--- src/design/ssw_pwm_pkg.sv ---
// Shared types and constants for the soft-switched PWM ramp block.
package ssw_pwm_pkg;

    // Switch mode codes as reported on the mode port
    typedef enum logic [1:0] {
        MODE_OFF         = 2'd0,
        MODE_TURNING_ON  = 2'd1,
        MODE_ON          = 2'd2,
        MODE_TURNING_OFF = 2'd3
    } switch_mode_t;

    // Configuration register indexes
    localparam logic [2:0] REG_ON_RAMP   = 3'd0;
    localparam logic [2:0] REG_OFF_RAMP  = 3'd1;
    localparam logic [2:0] REG_HOLD      = 3'd2;
    localparam logic [2:0] REG_OFF_LOW   = 3'd3;
    localparam logic [2:0] REG_OFF_HIGH  = 3'd4;

    // Request codes on func
    localparam logic FUNC_ON  = 1'b0;
    localparam logic FUNC_OFF = 1'b1;

    localparam int TIME_W  = 32;
    localparam int RAMP_W  = 16;
    localparam int DUTY_W  = 8;
    localparam int PROD_W  = RAMP_W + DUTY_W;
    localparam int CFG_IDX_W  = 3;
    localparam int CFG_DATA_W = 16;

    localparam logic [DUTY_W-1:0] DUTY_FULL = 8'd255;
    localparam logic [DUTY_W-1:0] DUTY_ZERO = 8'd0;

endpackage

--- src/design/soft_switch_pwm_ramp.sv ---
// Soft-switched PWM output with linear turn-on and turn-off ramps.
//
//  channel | signals                                   | direction
//  --------+-------------------------------------------+----------
//  in      | in_valid, in_ready, func, now_ms          | input item
//  out     | out_valid, out_ready, duty, mode          | result item
//  cfg     | cfg_valid, cfg_ready, cfg_index, cfg_data | register write
//
// A step that lands in a ramp runs through a multiply state, then a shared
// compare/subtract unit that forms the 8-bit quotient one bit a cycle, then a
// state that posts it. A step that finishes or changes nothing goes straight
// from accept to the posting state.
// Reset: mode off, duty level 0, start times 0, registers at their reset values (duty and mode ports are not reset).
// in_ready is low while a step is in work; a result waiting on out_ready
// lets the next item be accepted, and only the posting cycle stalls.
module soft_switch_pwm_ramp
    import ssw_pwm_pkg::*;
(
    input  logic                  clk,
    input  logic                  rst_n,
    input  logic                  in_valid,
    output logic                  in_ready,
    input  logic                  func,
    input  logic [TIME_W-1:0]     now_ms,
    output logic                  out_valid,
    input  logic                  out_ready,
    output logic [DUTY_W-1:0]     duty,
    output logic [1:0]            mode,
    input  logic                  cfg_valid,
    output logic                  cfg_ready,
    input  logic [CFG_IDX_W-1:0]  cfg_index,
    input  logic [CFG_DATA_W-1:0] cfg_data
);

    typedef enum logic [1:0] {
        ST_IDLE,
        ST_MUL,
        ST_DIV,
        ST_FIN
    } state_t;

    state_t                state_reg;
    switch_mode_t          switch_mode_reg;
    logic [TIME_W-1:0]     on_start_reg;
    logic [TIME_W-1:0]     off_start_reg;
    logic [DUTY_W-1:0]     duty_level_reg;

    // configuration
    logic [RAMP_W-1:0]     on_ramp_reg;
    logic [RAMP_W-1:0]     off_ramp_reg;
    logic [DUTY_W-1:0]     hold_reg;
    logic [DUTY_W-1:0]     off_low_reg;
    logic [DUTY_W-1:0]     off_high_reg;

    // ramp operands and divider state
    logic [RAMP_W-1:0]     rem_reg;
    logic [RAMP_W-1:0]     len_reg;
    logic [DUTY_W-1:0]     lo_reg;
    logic [DUTY_W-1:0]     span_mag_reg;
    logic                  span_neg_reg;
    logic [PROD_W-1:0]     prod_reg;
    logic [PROD_W-1:0]     dvs_reg;
    logic [DUTY_W-1:0]     quot_reg;
    logic [2:0]            cnt_reg;

    logic                  out_valid_reg;
    logic [DUTY_W-1:0]     out_duty_reg;
    logic [1:0]            out_mode_reg;

    // ---------------------------------------------------------------
    // Step decision at accept
    // ---------------------------------------------------------------
    switch_mode_t          mode_next;
    logic [TIME_W-1:0]     on_start_next;
    logic [TIME_W-1:0]     off_start_next;
    logic [TIME_W-1:0]     elapsed;
    logic [RAMP_W-1:0]     len_sel;
    logic [TIME_W-1:0]     start_sel;
    logic                  ramp_go;
    logic                  settle;
    logic [DUTY_W-1:0]     settle_duty;
    logic [DUTY_W-1:0]     lo_sel;
    logic [DUTY_W:0]       span_sel;

    always_comb
    begin
        mode_next      = switch_mode_reg;
        on_start_next  = on_start_reg;
        off_start_next = off_start_reg;
        if (func == FUNC_ON) begin
            if (switch_mode_reg == MODE_OFF || switch_mode_reg == MODE_TURNING_OFF)
            begin
                mode_next     = MODE_TURNING_ON;
                on_start_next = now_ms;
            end
            start_sel   = on_start_next;
            len_sel     = on_ramp_reg;
            lo_sel      = hold_reg;
            span_sel    = {1'b0, DUTY_FULL} - {1'b0, hold_reg};
            settle_duty = hold_reg;
        end else begin
            if (switch_mode_reg == MODE_ON || switch_mode_reg == MODE_TURNING_ON)
            begin
                mode_next      = MODE_TURNING_OFF;
                off_start_next = now_ms;
            end
            start_sel   = off_start_next;
            len_sel     = off_ramp_reg;
            lo_sel      = off_low_reg;
            span_sel    = {1'b0, off_high_reg} - {1'b0, off_low_reg};
            settle_duty = DUTY_ZERO;
        end
        elapsed = now_ms - start_sel;
        settle  = (func == FUNC_ON)  ? (mode_next == MODE_TURNING_ON)
                                     : (mode_next == MODE_TURNING_OFF);
        ramp_go = settle && (elapsed < {{(TIME_W-RAMP_W){1'b0}}, len_sel});
    end

    // ---------------------------------------------------------------
    // Shared compare/subtract step of the divider
    // ---------------------------------------------------------------
    logic                  div_fit;
    logic [DUTY_W-1:0]     quot_next;
    logic [DUTY_W-1:0]     ramp_duty;

    always_comb
    begin
        div_fit   = (prod_reg >= dvs_reg);
        quot_next = {quot_reg[DUTY_W-2:0], div_fit};
        ramp_duty = span_neg_reg ? (lo_reg - quot_next) : (lo_reg + quot_next);
    end

    // ---------------------------------------------------------------
    // Configuration registers
    // ---------------------------------------------------------------
    always_ff @(posedge clk or negedge rst_n)
    begin
        if (!rst_n) begin
            on_ramp_reg  <= '0;
            off_ramp_reg <= '0;
            hold_reg     <= DUTY_FULL;
            off_low_reg  <= DUTY_ZERO;
            off_high_reg <= DUTY_FULL;
        end else if (cfg_valid) begin
            unique case (cfg_index)
                REG_ON_RAMP:  on_ramp_reg  <= cfg_data;
                REG_OFF_RAMP: off_ramp_reg <= cfg_data;
                REG_HOLD:     hold_reg     <= cfg_data[DUTY_W-1:0];
                REG_OFF_LOW:  off_low_reg  <= cfg_data[DUTY_W-1:0];
                REG_OFF_HIGH: off_high_reg <= cfg_data[DUTY_W-1:0];
                default:      ;
            endcase
        end
    end

    // ---------------------------------------------------------------
    // Sequencer, switch state and output register
    // ---------------------------------------------------------------
    always_ff @(posedge clk or negedge rst_n)
    begin
        if (!rst_n) begin
            state_reg       <= ST_IDLE;
            switch_mode_reg <= MODE_OFF;
            on_start_reg    <= '0;
            off_start_reg   <= '0;
            duty_level_reg  <= DUTY_ZERO;
            out_valid_reg   <= 1'b0;
            cnt_reg         <= '0;
        end else begin
            // Output valid: set when a result is posted, cleared once taken
            if (state_reg == ST_FIN && (!out_valid_reg || out_ready))
                out_valid_reg <= 1'b1;
            else if (out_ready)
                out_valid_reg <= 1'b0;
            unique case (state_reg)
                ST_IDLE:
                begin
                    if (in_valid) begin
                        on_start_reg  <= on_start_next;
                        off_start_reg <= off_start_next;
                        rem_reg       <= len_sel - elapsed[RAMP_W-1:0];
                        len_reg       <= len_sel;
                        lo_reg        <= lo_sel;
                        span_neg_reg  <= span_sel[DUTY_W];
                        span_mag_reg  <= span_sel[DUTY_W] ? -span_sel[DUTY_W-1:0]
                                                          : span_sel[DUTY_W-1:0];
                        if (ramp_go) begin
                            switch_mode_reg <= mode_next;
                            state_reg       <= ST_MUL;
                        end else begin
                            if (settle) begin
                                duty_level_reg  <= settle_duty;
                                switch_mode_reg <= (func == FUNC_ON) ? MODE_ON : MODE_OFF;
                            end
                            state_reg <= ST_FIN;
                        end
                    end
                end
                ST_MUL:
                begin
                    prod_reg  <= PROD_W'(rem_reg) * PROD_W'(span_mag_reg);
                    dvs_reg   <= {1'b0, len_reg, 7'b0};
                    quot_reg  <= '0;
                    cnt_reg   <= 3'd7;
                    state_reg <= ST_DIV;
                end
                ST_DIV:
                begin
                    if (div_fit)
                        prod_reg <= prod_reg - dvs_reg;
                    dvs_reg  <= dvs_reg >> 1;
                    quot_reg <= quot_next;
                    cnt_reg  <= cnt_reg - 3'd1;
                    if (cnt_reg == 3'd0) begin
                        duty_level_reg <= ramp_duty;
                        state_reg      <= ST_FIN;
                    end
                end
                ST_FIN:
                begin
                    if (!out_valid_reg || out_ready) begin
                        out_duty_reg  <= duty_level_reg;
                        out_mode_reg  <= switch_mode_reg;
                        state_reg     <= ST_IDLE;
                    end
                end
                default: state_reg <= ST_IDLE;
            endcase
        end
    end

    assign in_ready  = (state_reg == ST_IDLE);
    assign cfg_ready = 1'b1;
    assign out_valid = out_valid_reg;
    assign duty      = out_duty_reg;
    assign mode      = out_mode_reg;

endmodule
--- config.mk ---
export PLATFORM = sky130hd
export DESIGN_NAME = soft_switch_pwm_ramp
export DESIGN_NICKNAME = d
export VERILOG_FILES = /design/src/design/ssw_pwm_pkg.sv /design/src/design/soft_switch_pwm_ramp.sv
export SDC_FILE = /design/constraint.sdc
export NUM_CORES = 1
export LEC_CHECK = 0
export BUFFER_PORTS_ARGS = -buffer_cell sky130_fd_sc_hd__buf_2
export CAP_MARGIN = 30
export CELL_PAD_IN_SITES_DETAIL_PLACEMENT = 1
export CELL_PAD_IN_SITES_GLOBAL_PLACEMENT = 1
export CORE_MARGIN = 10
export CORE_UTILIZATION = 40
export CTS_CLUSTER_SIZE = 10
export DETAILED_ROUTE_END_ITERATION = 16
export PLACE_DENSITY_LB_ADDON = 0.1
export REMOVE_ABC_BUFFERS = 1
export SLEW_MARGIN = 20
export SYNTH_ARGS = -nofsm -noshare
export SYNTH_HDL_FRONTEND = slang
export SYNTH_SLANG_ARGS = --single-unit
--- constraint.sdc ---
create_clock -name clk -period 13.2 [get_ports clk]
set_clock_uncertainty 0.05 [all_clocks]
set_input_delay 0.66 -clock clk [delete_from_list [all_inputs] [get_ports clk]]
set_output_delay 0.66 -clock clk [all_outputs]
set_load 0.05 [all_outputs]
==> key figures <==
Clock network
  • PostCTS Resize Cnt: 0
  • H-tree depth: 1
  • Total CTS buffers: 31
  • CTS tree: built
  • CTS sink cnt: 249
  • Max clock buf depth: 3
  • Post-CTS Hold Fix Bufs: 0
  • # Post-CTS Setup Buffers: 0
  • Clk root buf: clkbuf_16
  • Worst-Skew Late Latency: 0.59 ns
  • Clk pin slew, worst setup/hold paths: 0.06 ns

Flow run
  • Total of max-cap violations: 0

STA
  • Min Tclk post-route: 6.798 ns
  • Slew Limit Headroom: 43.62%
  • Final Slew Violations: 0
  • Final period util: 51.50%
  • Fin. Hold Viols: 0
  • Final setup TNS: 0 ns
  • Peak Freq: 147.1 MHz
  • RSZ-0062 raised after global routing: false
  • Final setup fails: 0
  • Worst-Margin Slew: 0.8457 ns

GRT
  • Vias in the first global route: 15340
  • Initial antenna violation count: 1
  • Pin count of the biggest net entering global routing: 74
  • Total track usage: 17.61%
  • Grt ovf: 0
  • First-pass GRT wire length: 82490 um

Floorplanning
  • Die ar.: 58030 um2
  • Chip height: 240.9 um
  • I/O Pins: 70
  • Row count: 80
  • Initial core utilization: 40.70%
  • Die Width: 240.9 um
  • Core area: 47950 um2

Synthesis
  • Ys Warns: 0
  • Post-synthesis compound-gate area fraction: 11.80%
  • Adder-cell share of the synthesized area: 19.00%
  • Post-Syn Instances: 1911
  • Simple-gate area share of the yosys netlist: 11.80%
  • Main combinational cell family by area after synthesis: adder cells
  • Register area share after synthesis: 34.93%
  • Top FF cell, synth: dfrtp_1
  • Post-synth cell types: 83
  • Xor/xnor share of the synthesized area: 4.443%
  • Mux cell area share after synthesis: 12.78%
  • Register bit count reported by yosys: 249
  • Mean Syn Cell Area: 10.21 um2
  • Post-synth EDFFs: 113
  • FFs w/ async S/R, synth: 54.62%
  • Syn Std Cell Area: 19520 um2

Placed design
  • Detail Placement HPWL: 38080 um
  • IO buf count: 68
  • Post-placement cell area: 20500 um2
  • GP Congestion: 0.7959

Drt
  • Final WL: 49770 um
  • Initial DRC Count: 527
  • Post-DRT Antenna Nets: 0
  • DR vias/cell: 5.356
  • DRC Markers: 0
  • Routed via count: 13910
  • Routed WL per cell: 19.17 um
  • TritonRoute pass-1 iters: 5

Setup path
  • Worst setup SP type: flip-flop
  • Crit Path Max Fanout: 64
  • CP max-delay cell: nor4_4
  • Worst Setup Path Type: reg2reg
  • Worst r2r src: switch_mode_reg[0]$_DFFE_PN0P_
  • CP startpoint: switch_mode_reg[0]$_DFFE_PN0P_
  • Critical path, cell by cell: inv_1 > ha_1 > buf_4 > o21ai_0 > ha_1 > nor2b_1 > o31ai_1 > a211oi_1 > or2_2 > a221oi_1 > xnor2_1 > ha_1 > a21oi_1 > o2111ai_1 > a311oi_1 > o211ai_1 > a2111oi_2 > nand2_1 > or4_4 > nor4_4 > a21oi_4 > mux2_4
  • CP top delay family: compound AO/OA/AOI/OAI gates
  • CP endpoint kind: flip-flop
  • Req. time, crit path: 13.62 ns
  • Worst Path Arrival: 7.22 ns
  • Critical Path Stages: 22
  • FF-to-FF End: duty_level_reg[6]$_DFFE_PN0P_
  • Most frequent CP cell: ha_1
  • Reg2Reg Setup Slack: 6.40 ns
  • CP peak stage delay: 0.61 ns
  • Buffers plus inverters on the worst setup path: 2
  • Cells on worst reg2reg path: 22
  • Crit path capture: duty_level_reg[6]$_DFFE_PN0P_

Finish
  • Ant diodes: 0
  • Layout cells sized above 1: 16.86%
  • Synthesis-to-layout area growth: 10.14%
  • Final net count: 2259
  • Post-route cell area: 21500 um2

Worst hold path
  • Worst min path class: in2async

Status
  • Run status: finished clean
-- worst reg2reg max path: stages (launching register included) --
cell	delay, ns
dfrtp_1	0.41
inv_1	0.10
ha_1	0.28
buf_4	0.47
o21ai_0	0.30
ha_1	0.32
nor2b_1	0.14
o31ai_1	0.40
a211oi_1	0.21
or2_2	0.38
a221oi_1	0.40
xnor2_1	0.14
ha_1	0.20
a21oi_1	0.11
o2111ai_1	0.11
a311oi_1	0.28
o211ai_1	0.16
a2111oi_2	0.36
nand2_1	0.09
or4_4	0.55
nor4_4	0.61
a21oi_4	0.27
mux2_4	0.36
-- metal layers --
| metal | vias to the layer above | part of all wire, % | global-route usage, % |
|---|---|---|---|
| li1 | 6715 | - | - |
| met1 | 7010 | 47 | 23.29 |
| met2 | 126 | 48 | 29.97 |
| met3 | 54 | 2.8 | 2.430 |
| met4 | 0 | 1.8 | 4.134 |
| met5 | - | 0 | 0 |
-- cells by family (layout without fill, tap and decap cells) --
logic type / Yosys count / count (layout)
flops: 249 / 249
buf+inv: 267 / 337
mux: 225 / 225
xor+xnor: 99 / 99
fa+ha+maj: 243 / 243
simple gates: 470 / 470
compound gates: 357 / 357
other cells: 1 / 1
-- layout make-up --
cell class              count  area, um2
clock buffers              49      883.3
clock inverters             6      96.34
fillers                  5326      26450
inverters                 200      750.7
multi-input cells        1395      11710
flip-flops and latches    249       6817
well taps                 615      769.5
repair buffers             82      466.7
-- through the flow --
| stage | setup slack (ns) | instances | util (%) | hold WS [ns] |
|---|---|---|---|---|
| 5_1_grt | 5.880 | 2596 | 44.83 | 0.07293 |
| 3_5_place_dp | 5.805 | 2540 | 42.75 | 0.3850 |
| 4_1_cts | 6.340 | 2595 | 44.79 | 0.05916 |
| 6_report | 6.402 | 2596 | 44.83 | 0.03680 |
| 3_3_place_gp | 5.946 | 2540 | 42.74 | 0.3986 |
| 2_1_floorplan | 6.997 | 1844 | - | 0.3144 |
-- layout by cell type (no fill, tap or decap), types with 4 or more instances in the layout --
cell,instances
a211oi_1,9
a21boi_0,8
a21o_1,41
a21oi_1,94
a31oi_1,8
and2_1,78
and3_1,7
buf_2,66
buf_4,14
clkbuf_1,14
clkbuf_16,31
clkbuf_8,4
dfrtp_1,120
dfstp_2,16
edfxtp_1,113
fa_1,89
ha_1,153
inv_1,199
mux2_2,165
mux2_4,7
mux2i_1,53
nand2_1,168
nand2b_1,15
nand3_1,27
nand3b_1,4
nand4_1,13
nor2_1,83
nor2b_1,20
nor3_1,24
nor4_1,4
o211ai_1,8
o21a_1,13
o21ai_0,104
o21bai_1,11
o221ai_1,4
o31ai_1,6
or3_1,8
xnor2_1,61
xor2_1,38
-- Yosys cell counts, types with 9 or more instances --
cell        n  area [um2]
inv_1     199       747.0
nand2_1   168       630.6
mux2_2    165        1858
ha_1      154        1927
dfrtp_1   120        3003
edfxtp_1  113        3393
o21ai_0   104       520.5
a21oi_1    94       470.5
fa_1       89        1782
nor2_1     83       311.6
and2_1     78       488.0
xnor2_1    61       534.3
mux2i_1    53       530.5
clkbuf_1   48       180.2
a21o_1     41       307.8
xor2_1     38       332.8
nand3_1    27       135.1
nor3_1     25       125.1
nor2b_1    20       125.1
dfstp_2    16       420.4
nand2b_1   15       93.84
nand4_1    13       81.33
o21a_1     13       97.59
buf_1      11       41.29
o21bai_1   11       82.58
a211oi_1    9       67.56
-- worst min-delay path by stage --
stage | from | end | slack, ns
after floorplan | rst_n | cnt_reg[0]$_DFFE_PN0N_ | 0.31
after global placement | duty_level_reg[2]$_DFFE_PN0P_ | duty[2]$_DFFE_PP_ | 0.40
after detailed placement | duty_level_reg[4]$_DFFE_PN0P_ | duty[4]$_DFFE_PP_ | 0.38
after CTS | rst_n | cnt_reg[1]$_DFFE_PN0N_ | 0.06
after global routing | rst_n | cnt_reg[1]$_DFFE_PN0N_ | 0.07
final | rst_n | state_reg[0]$_DFFE_PN0P_ | 0.04
Power is left out: the tool's default activity adds up to more than one toggle a clock period on the data nets, which glitch-free logic cannot reach.
